**src/rtl/ffra_pkg.sv**
```systemverilog
// ----------------------------------------------------------------------------
// ffra_pkg
// Shared types and constants of the frame-fenced ring allocator.
// ----------------------------------------------------------------------------
package ffra_pkg;

	localparam int unsigned BUFFER_BYTES = 16777216;
	localparam int unsigned FRAME_SLOTS  = 3;

	localparam int OFFSET_W = 25;
	localparam int ALIGN_W  = 5;
	localparam int SLOT_W   = 2;
	localparam int STATUS_W = 2;
	localparam int WIDE_W   = 34;
	localparam int TDATA_IN_W  = 32;
	localparam int TDATA_OUT_W = 32;

	typedef enum logic [0:0] {
		OP_ALLOC = 1'b0,
		OP_FRAME = 1'b1
	} op_t;

	typedef enum logic [STATUS_W-1:0] {
		ST_IN_PLACE = 2'd0,
		ST_CROSSES  = 2'd1,
		ST_WRAPPED  = 2'd2,
		ST_REFUSED  = 2'd3
	} status_t;

endpackage

```
**src/rtl/frame_fenced_ring_allocator.sv**
```systemverilog
// ----------------------------------------------------------------------------
// frame_fenced_ring_allocator
// Staging ring allocator with a fence taken from the previous frame's start.
// ----------------------------------------------------------------------------
// The block takes one beat per clock cycle while the output is not stalled and
// returns exactly one result beat for each, in order. An accepted beat is held
// in an input register; the aligned start, the fit and fence checks and the
// write point update are done in one pass of logic between that register and
// the result register, which also updates the write point, fence and per-frame
// start registers at the same edge. While a result waits on the output, the
// input register takes one more beat and then the input stalls until the
// waiting result leaves.
module frame_fenced_ring_allocator (
	input  logic                                 clk,
	input  logic                                 arst_n,
	input  logic                                 s_axis_tvalid,
	output logic                                 s_axis_tready,
	// request_bytes [24:0], align_log2 [29:25], frame_slot [31:30]
	input  logic [ffra_pkg::TDATA_IN_W-1:0]      s_axis_tdata,
	// op [0]
	input  logic                                 s_axis_tuser,
	output logic                                 m_axis_tvalid,
	input  logic                                 m_axis_tready,
	// offset [24:0], zero padding [31:25]
	output logic [ffra_pkg::TDATA_OUT_W-1:0]     m_axis_tdata,
	// status [1:0]
	output logic [ffra_pkg::STATUS_W-1:0]        m_axis_tuser
);

	localparam int OW = ffra_pkg::OFFSET_W;
	localparam int WW = ffra_pkg::WIDE_W;
	localparam int SW = ffra_pkg::SLOT_W;
	localparam logic [SW:0] SLOTS_L = (SW+1)'(ffra_pkg::FRAME_SLOTS);
	localparam logic [WW-1:0] BUF_L = WW'(ffra_pkg::BUFFER_BYTES);

	logic                          valid_s1;
	ffra_pkg::op_t                 op_s1;
	logic [OW-1:0]                 size_s1;
	logic [ffra_pkg::ALIGN_W-1:0]  align_s1;
	logic [SW-1:0]                 slot_s1;

	logic [OW-1:0] write_point_q;
	logic [OW-1:0] fence_q;
	logic [OW-1:0] frame_start_q [ffra_pkg::FRAME_SLOTS];

	logic                    out_valid_q;
	logic [OW-1:0]           out_offset_q;
	ffra_pkg::status_t       out_status_q;

	logic advance;

	logic [WW-1:0]     amask;
	logic [WW-1:0]     start_w;
	logic [WW-1:0]     end_w;
	logic [WW-1:0]     fence_w;
	logic              fits;
	logic              slot_ok;
	logic [SW-1:0]     prev_slot;
	logic [OW-1:0]     nxt_offset;
	ffra_pkg::status_t nxt_status;
	logic [OW-1:0]     nxt_wp;
	logic [OW-1:0]     nxt_fence;
	logic              wr_table;

	assign advance       = valid_s1 && (!out_valid_q || m_axis_tready);
	assign s_axis_tready = !valid_s1 || advance;

	always_comb begin
		amask     = (WW'(1) << align_s1) - WW'(1);
		start_w   = (WW'(write_point_q) + amask) & ~amask;
		end_w     = start_w + WW'(size_s1);
		fence_w   = WW'(fence_q);
		fits      = end_w <= BUF_L;
		slot_ok   = {1'b0, slot_s1} < SLOTS_L;
		prev_slot = (slot_s1 == '0) ? SW'(ffra_pkg::FRAME_SLOTS - 1) : slot_s1 - SW'(1);
		nxt_offset = '0;
		nxt_status = ffra_pkg::ST_REFUSED;
		nxt_wp     = write_point_q;
		nxt_fence  = fence_q;
		wr_table   = 1'b0;
		if (op_s1 == ffra_pkg::OP_ALLOC) begin
			if (fits) begin
				nxt_offset = start_w[OW-1:0];
				nxt_wp     = end_w[OW-1:0];
				nxt_status = ((start_w < fence_w) && (end_w >= fence_w)) ?
					ffra_pkg::ST_CROSSES : ffra_pkg::ST_IN_PLACE;
			end else if (size_s1 < fence_q) begin
				nxt_wp     = size_s1;
				nxt_status = ffra_pkg::ST_WRAPPED;
			end
		end else begin
			if (slot_ok) begin
				wr_table   = 1'b1;
				nxt_fence  = frame_start_q[prev_slot];
				nxt_offset = frame_start_q[prev_slot];
				nxt_status = ffra_pkg::ST_IN_PLACE;
			end else begin
				nxt_offset = fence_q;
			end
		end
	end

	always_ff @(posedge clk or negedge arst_n) begin
		if (!arst_n) begin
			valid_s1 <= 1'b0;
		end else if (s_axis_tready) begin
			valid_s1 <= s_axis_tvalid;
		end
	end

	always_ff @(posedge clk) begin
		if (s_axis_tready && s_axis_tvalid) begin
			op_s1    <= ffra_pkg::op_t'(s_axis_tuser);
			size_s1  <= s_axis_tdata[OW-1:0];
			align_s1 <= s_axis_tdata[OW +: ffra_pkg::ALIGN_W];
			slot_s1  <= s_axis_tdata[OW + ffra_pkg::ALIGN_W +: SW];
		end
	end

	always_ff @(posedge clk or negedge arst_n) begin
		if (!arst_n) begin
			write_point_q <= '0;
			fence_q       <= '0;
			for (int i = 0; i < ffra_pkg::FRAME_SLOTS; i++) begin
				frame_start_q[i] <= '0;
			end
		end else if (advance) begin
			write_point_q <= nxt_wp;
			fence_q       <= nxt_fence;
			if (wr_table) begin
				frame_start_q[slot_s1] <= write_point_q;
			end
		end
	end

	always_ff @(posedge clk or negedge arst_n) begin
		if (!arst_n) begin
			out_valid_q <= 1'b0;
		end else if (advance) begin
			out_valid_q <= 1'b1;
		end else if (m_axis_tready) begin
			out_valid_q <= 1'b0;
		end
	end

	always_ff @(posedge clk) begin
		if (advance) begin
			out_offset_q <= nxt_offset;
			out_status_q <= nxt_status;
		end
	end

	assign m_axis_tvalid = out_valid_q;
	assign m_axis_tdata  = ffra_pkg::TDATA_OUT_W'(out_offset_q);
	assign m_axis_tuser  = out_status_q;

endmodule

```
**config.mk**
```make
export PLATFORM = sky130hd
export DESIGN_NAME = frame_fenced_ring_allocator
export DESIGN_NICKNAME = d
export VERILOG_FILES = /design/src/rtl/ffra_pkg.sv /design/src/rtl/frame_fenced_ring_allocator.sv
export SDC_FILE = /design/constraint.sdc
export NUM_CORES = 1
export LEC_CHECK = 0
export ABC_AREA = 1
export BUFFER_PORTS_ARGS = -buffer_cell sky130_fd_sc_hd__clkbuf_2
export CAP_MARGIN = 20
export CORE_MARGIN = 2
export CORE_UTILIZATION = 55
export CTS_BUF_LIST = sky130_fd_sc_hd__clkbuf_2
export CTS_CLUSTER_SIZE = 24
export DETAILED_ROUTE_END_ITERATION = 8
export PLACE_DENSITY = 0.73
export SLEW_MARGIN = 20
export SYNTH_ARGS = -nofsm -noshare
export SYNTH_HDL_FRONTEND = slang
export SYNTH_SLANG_ARGS = --single-unit
```
**constraint.sdc**
```tcl
create_clock -name clk -period 6.8 [get_ports clk]
set_input_delay 0.68 -clock clk [delete_from_list [all_inputs] [get_ports clk]]
set_output_delay 0.68 -clock clk [all_outputs]
set_load 0.1 [all_outputs]
```
==> results.ini, run 1 <==
[power]
power.density_nw_per_um2=477
ir_drop_v=0.000328
p_total_w=0.00715
p_leak_nw=7.61

[setup_path]
timing.rr.end=m_axis_tuser[0]
crit_path_max_incr_delay_ns=0.51
worstPathMaxFanout=6
rrSetupSlack_ns=0.31
cp-start-kind=register
cp_common_cell=nand2_1
cp_slowest_cell=edfxtp_1
r2r-start=align_s1[4]
worstSetupPathType=register to register
cp-end-kind=register
critPathRequiredTime_ns=7.50
r2r_cells=37
worst_ep_arrival_time_ns=7.19

[detailed_routing]
wl_met2_um=18700
wirelength_um=40900
top_layer_used=met4
drc_errors=0
drt_iter0_markers=1303
first_pass_iters=7
drt-wirelength-per-cell_um=18.2
via_per_inst=5.76
num_vias=12900
met1Wirelength_um=18100
antenna_left=0
met3_length_um=3280

[clock_tree]
clock_latency_ns=0.83
cts_inserted_buffers=17
path_clk_slew_ns=0.32
cts_buffer_depth=2
cts_tree=built
cts_htree_levels=4
root_buffer=clkbuf_2
clock_sinks=187

[run_status]
status=completed

[global_route]
grt_pass1_vias=11900
grt_overflow=0
grt_start_max_net_pins=79
grt_pass1_wl_um=64000
antenna_found_initial=1
grt_usage_pct=31.7

[sta]
slew_headroom_pct=47.4
setup_ws_ns=0.310
finalSetupViolations=0
timing.fmax_ghz=0.154
hold_viol_final=0
slew_viol_final=0
fin_crit_ns=6.49
post-route-period-util_pct=95.4
skew_ns=0.0637
tns_ns=0
worst_pin_slew_ns=0.786

[final_layout]
nets=2079
areaGrowthSynthToFinish_pct=10.5
fillers=2245
drive_gt1_share_pct=10.9

[logic_synthesis]
synth_top_cell_by_area=dfrtp_1
ys_dominant_reg_cell=dfrtp_1
synth_top_area_share_pct=23.4
netlist_area_um2=13600
syn-instance-count=1810
synth_compound_area_share_pct=15.0
synth.area.top_cells=dfrtp_1, edfxtp_1, nand2_1
seq_area_frac_synth_pct=36.7
avgSynthCellArea_um2=7.50
yosysWarnings=0
synth_edf_count=60
synth.distinct_cells=49
synth-xor-area-share_pct=2.90
synthAdderAreaFrac_pct=12.2
yosys_register_bits=187
yosys.area_share.simple_pct=25.2
async_flop_share_pct=67.9
synthMuxAreaShare_pct=0
synth_top_family_by_area=simple AND/OR/NAND/NOR gates

[die]
start_util_pct=56.0
core_um2=24200
die_x_um=161
die_area_um2=26000
num_rows=57
floorplan.io_pins=73
fp.dieH_um=161

[job]
drv_cap=0

[hold_path]
holdCritStartpoint=s_axis_tdata[25]
min_path_type=input pin to register
hold_path_end=align_s1[0]
min_path_cells=1

[place]
preCtsSetupSlack_ns=0.120
portBuffers=65
place.gp.congestion=1.04
place_hpwl_um=31400

[how the worst max path moves through the flow]
stage | slack (ns) | cells past startpoint | from | end
after global placement | 0.18 | 40 | align_s1[0] | m_axis_tuser[0]
after floorplan | 1.35 | 40 | align_s1[2] | m_axis_tuser[0]
final | 0.31 | 37 | align_s1[4] | m_axis_tuser[0]
after CTS | 0.07 | 40 | align_s1[4] | m_axis_tuser[0]
after global routing | -0.005 | 42 | align_s1[4] | m_axis_tuser[0]
after detailed placement | 0.12 | 40 | align_s1[0] | m_axis_tuser[0]
[placed cells by master, fill, tap and decap left out, drive strengths merged, types with 3 or more instances in the layout]
master	count
a211oi	21
a21boi	3
a21o	5
a21oi	105
buf	43
clkbuf	82
clkinv	5
conb	7
dfrtp	127
dlygate4sd3	31
edfxtp	60
ha	129
inv	213
nand2	475
nand3	97
nand3b	4
nand4	19
nor2	181
nor3	10
nor3b	4
nor4	8
o211ai	3
o21a	4
o21ai	200
o22ai	25
or2	3
xnor2	14
xor2	31
[per-layer routing]
metal	GRT usage [%]	up-vias
met3	3.39	59
met4	6.70	0
met1	45.8	6127
li1	-	6218
met2	51.9	544
met5	0	-
[power breakdown]
group	switching, W	internal [W]	total [W]
combinational	0.00319	0.00152	0.00471
sequential	0.000290	0.00157	0.00186
clock	0.000460	0.000126	0.000586
total	0.00394	0.00322	0.00715
[area by class of cell]
type / instances / area [um^2] / area share (%)
multi-input cells: 1363 / 7650 / 51.0
flip-flops and latches: 187 / 4980 / 33.2
repair buffers: 138 / 957 / 6.38
inverters: 204 / 771 / 5.14
well taps: 324 / 405 / 2.70
clock inverters: 14 / 153 / 1.02
clock buffers: 18 / 90.1 / 0.600
diodes: 1 / 2.50 / 0.0167
[sequential cells by signal, indices dropped and copies added, names as in the netlist]
register	count
valid_s1	1
m_axis_tuser	2
m_axis_tvalid	1
slot_s1	2
write_point_q	25
size_s1	25
frame_start_q	75
op_s1	1
fence_q	25
align_s1	5
out_offset_q	25
[synthesized netlist by cell type, types with 3 or more instances]
cell	n
dfrtp_1	127
a211oi_1	21
nor3_1	9
o22ai_1	25
nand2_4	4
buf_2	8
nor2_4	6
nor3b_1	4
buf_4	10
xnor2_1	14
a21boi_0	3
inv_1	188
clkbuf_1	37
buf_6	6
nand3b_1	4
edfxtp_1	60
o21ai_1	28
inv_2	14
nor2_2	8
or2_2	3
ha_1	129
o211ai_1	3
nand3_1	95
nor2_1	167
o21a_1	4
nand2_1	466
nand4_1	17
a21oi_1	105
nand2_2	5
a21o_1	5
nor4_1	8
xor2_1	31
o21ai_0	172
[per-stage QoR]
| step | hold slack [ns] | utilization (%) | cells | cell area, um^2 |
|---|---|---|---|---|
| after floorplan | 0.384 | - | 1816 | 13600 |
| after global placement | 0.460 | 58.9 | 2179 | 14300 |
| after detailed placement | 0.469 | 58.9 | 2179 | 14300 |
| after CTS | 0.00250 | 61.1 | 2240 | 14800 |
| after global routing | 0.0408 | 61.9 | 2249 | 15000 |
| final | 0.102 | 61.9 | 2249 | 15000 |
[worst max-delay path, delay by kind of cell (launching register included)]
family	cells	cell delay, ns
AO/OA/AOI/OAI	8	1.45
XOR/XNOR	3	0.60
adder cells (fa/ha/maj)	4	1.17
buffers and inverters	2	0.18
flip-flops	1	0.51
AND/OR/NAND/NOR	20	2.46
[what timing repair did]
| item | CTS | global route |
|---|---|---|
| hold buffers | 29 | 2 |
| buffers inserted | 0 | 6 |
| gates resized for setup | 0 | 27 |
| setup endpoints to repair | 0 | 3 |
| endpoints found under the hold margin | 77 | 2 |
[logic make-up after synthesis]
group	count (synthesis)
other cells	1
flops	187
buf+inv	266
xor+xnor	45
simple gates	804
fa+ha+maj	131
compound gates	376
No activity file was read; power rests on OpenSTA's default activity.
==> run 2, diff against run 1 <==
--- a/config.mk
+++ b/config.mk
@@ -13,6 +13,7 @@
 export CTS_BUF_LIST = sky130_fd_sc_hd__clkbuf_2
 export CTS_CLUSTER_SIZE = 24
 export DETAILED_ROUTE_END_ITERATION = 8
+export GPL_TIMING_DRIVEN = 0
 export PLACE_DENSITY = 0.73
 export SLEW_MARGIN = 20
 export SYNTH_ARGS = -nofsm -noshare
==> results.ini, run 2 (synthesized netlist as in run 1, its figures left out) <==
[run_status]
status=completed

[place]
place_hpwl_um=33500  ; +6.6%
place.gp.congestion=0.972  ; -6.5%
portBuffers=65  ; unchanged

[setup_path]
critPathRequiredTime_ns=7.46  ; -0.04 ns
worst_ep_arrival_time_ns=7.20  ; about the same
critPathTopFamily=simple AND/OR/NAND/NOR gates
cp_slowest_cell=a21oi_1
crit_path_max_incr_delay_ns=0.44  ; -0.07 ns
worstSetupPathType=register to register
cp-end-kind=register
cp-start-kind=register
worstPathMaxFanout=9  ; +3
crit_buf_inv=4  ; +2
cp_common_cell=nand2_1

[global_route]
grt_pass1_vias=12300  ; +2.7%
grt_overflow=0  ; unchanged
grt_pass1_wl_um=65500  ; +2.3%
grt_usage_pct=32.5  ; +0.89 points
grt_start_max_net_pins=76  ; -3.8%
antenna_found_initial=1  ; unchanged

[die]
start_util_pct=56.0  ; unchanged
core_um2=24200  ; unchanged
num_rows=57  ; unchanged
die_area_um2=26000  ; unchanged
floorplan.io_pins=73  ; unchanged
fp.dieH_um=161  ; unchanged
die_x_um=161  ; unchanged

[sta]
post-route-period-util_pct=96.2  ; +0.73 points
fin_crit_ns=6.54  ; +0.0498 ns
rsz0062_at_grt=true
tns_ns=0  ; unchanged
timing.fmax_ghz=0.153  ; -0.76%
slew_headroom_pct=22.3  ; -25 points
slew_viol_final=0  ; unchanged
worst_pin_slew_ns=1.17  ; +0.380 ns
skew_ns=0.0719  ; +0.00824 ns
finalSetupViolations=0  ; unchanged
hold_viol_final=0  ; unchanged

[final_layout]
top_register=frame_start_q
drive_gt1_share_pct=12.4  ; +1.5 points
final_common_cell=nand2_1
final_cell_mix=nand2_1, inv_1, o21ai_0
nets=2119  ; +1.9%
largest_register_ff_count=75  ; unchanged
areaGrowthSynthToFinish_pct=13.2

[clock_tree]
clock_sinks=187  ; unchanged
cts_buffer_depth=2  ; unchanged
root_buffer=clkbuf_2
cts_htree_levels=4  ; unchanged
cts_inserted_buffers=17  ; unchanged
clock_latency_ns=0.86  ; +0.03 ns
cts_tree=built
path_clk_slew_ns=0.36  ; +0.04 ns

[detailed_routing]
wirelength_um=41800  ; +2.2%
num_vias=12800  ; -0.90%
drt_iter0_markers=1156  ; -11%
via_per_inst=5.61  ; -2.6%
drc_errors=0  ; unchanged
antenna_left=0  ; unchanged
drt-wirelength-per-cell_um=18.3  ; +0.43%
first_pass_iters=8  ; +1

[hold_path]
min_path_type=input pin to register

[job]
drv_cap=0  ; unchanged

[power]
p_leak_nw=7.69  ; +1.1%
ir_drop_v=0.000247  ; -25%
power.density_nw_per_um2=475  ; -0.48%
p_total_w=0.00730  ; +2.0%

-- run 2: what timing repair did --
| action | CTS | global route |
|---|---|---|
| buffers inserted | 3 | 16 |
| endpoints found under the setup margin | 49 | 52 |
| pin swaps | 2 | 14 |
| endpoints found under the hold margin | 101 | 3 |
| hold buffers | 28 | 3 |
| resized for setup | 12 | 55 |
-- run 2: metal layers --
metal  global-route usage [%]  vias up  wire [um]
li1                         -     6296          -
met1                     44.2     6036      18400
met2                     54.4      431      19500
met3                     4.65       69       2690
met4                     9.70        0       1180
met5                        0        -          0
-- run 2: power by group --
group          internal, W  switching [W]  total, W  leakage (nW)
clock             0.000139       0.000496  0.000635         0.161
sequential         0.00157       0.000306   0.00188          2.19
combinational      0.00161        0.00317   0.00478          5.33
-- run 2: worst paths after layout --
| kind | endpoint | cells past startpoint | slack (ns) | start |
|---|---|---|---|---|
| worst min-delay path | size_s1[16] | 1 | 0.05 | s_axis_tdata[16] |
| worst max-delay path | m_axis_tuser[0] | 39 | 0.26 | align_s1[3] |
| worst min register to register | frame_start_q[56] | 2 | 0.53 | frame_start_q[56] |
| max in group asynchronous | fence_q[19] | 3 | 5.70 | arst_n |
| min in group asynchronous | frame_start_q[25] | 2 | 0.32 | arst_n |
| worst max register to register | m_axis_tuser[0] | 39 | 0.26 | align_s1[3] |
-- run 2: layout make-up --
cell class | instances | area, um^2
antenna | 1 | 2.50
buffer | 62 | 325
clock buffer | 17 | 85.1
clock inverter | 15 | 190
fill | 2246 | 8870
inverter | 204 | 773
multi-input combinational | 1363 | 7800
sequential | 187 | 4980
tap | 324 | 405
timing repair buffer | 116 | 815
-- run 2: stage by stage --
step	setup WS, ns	area (um^2)	hold slack, ns	utilization (%)	std cells
floorplan	1.35	13600	0.384	-	1816
global placement	-0.399	14300	0.452	59.1	2205
detailed placement	-0.423	14400	0.469	59.2	2206
CTS	-0.0966	15000	0.0126	61.8	2269
global route	-0.0593	15400	0.00316	63.4	2289
finish	0.260	15400	0.0527	63.4	2289
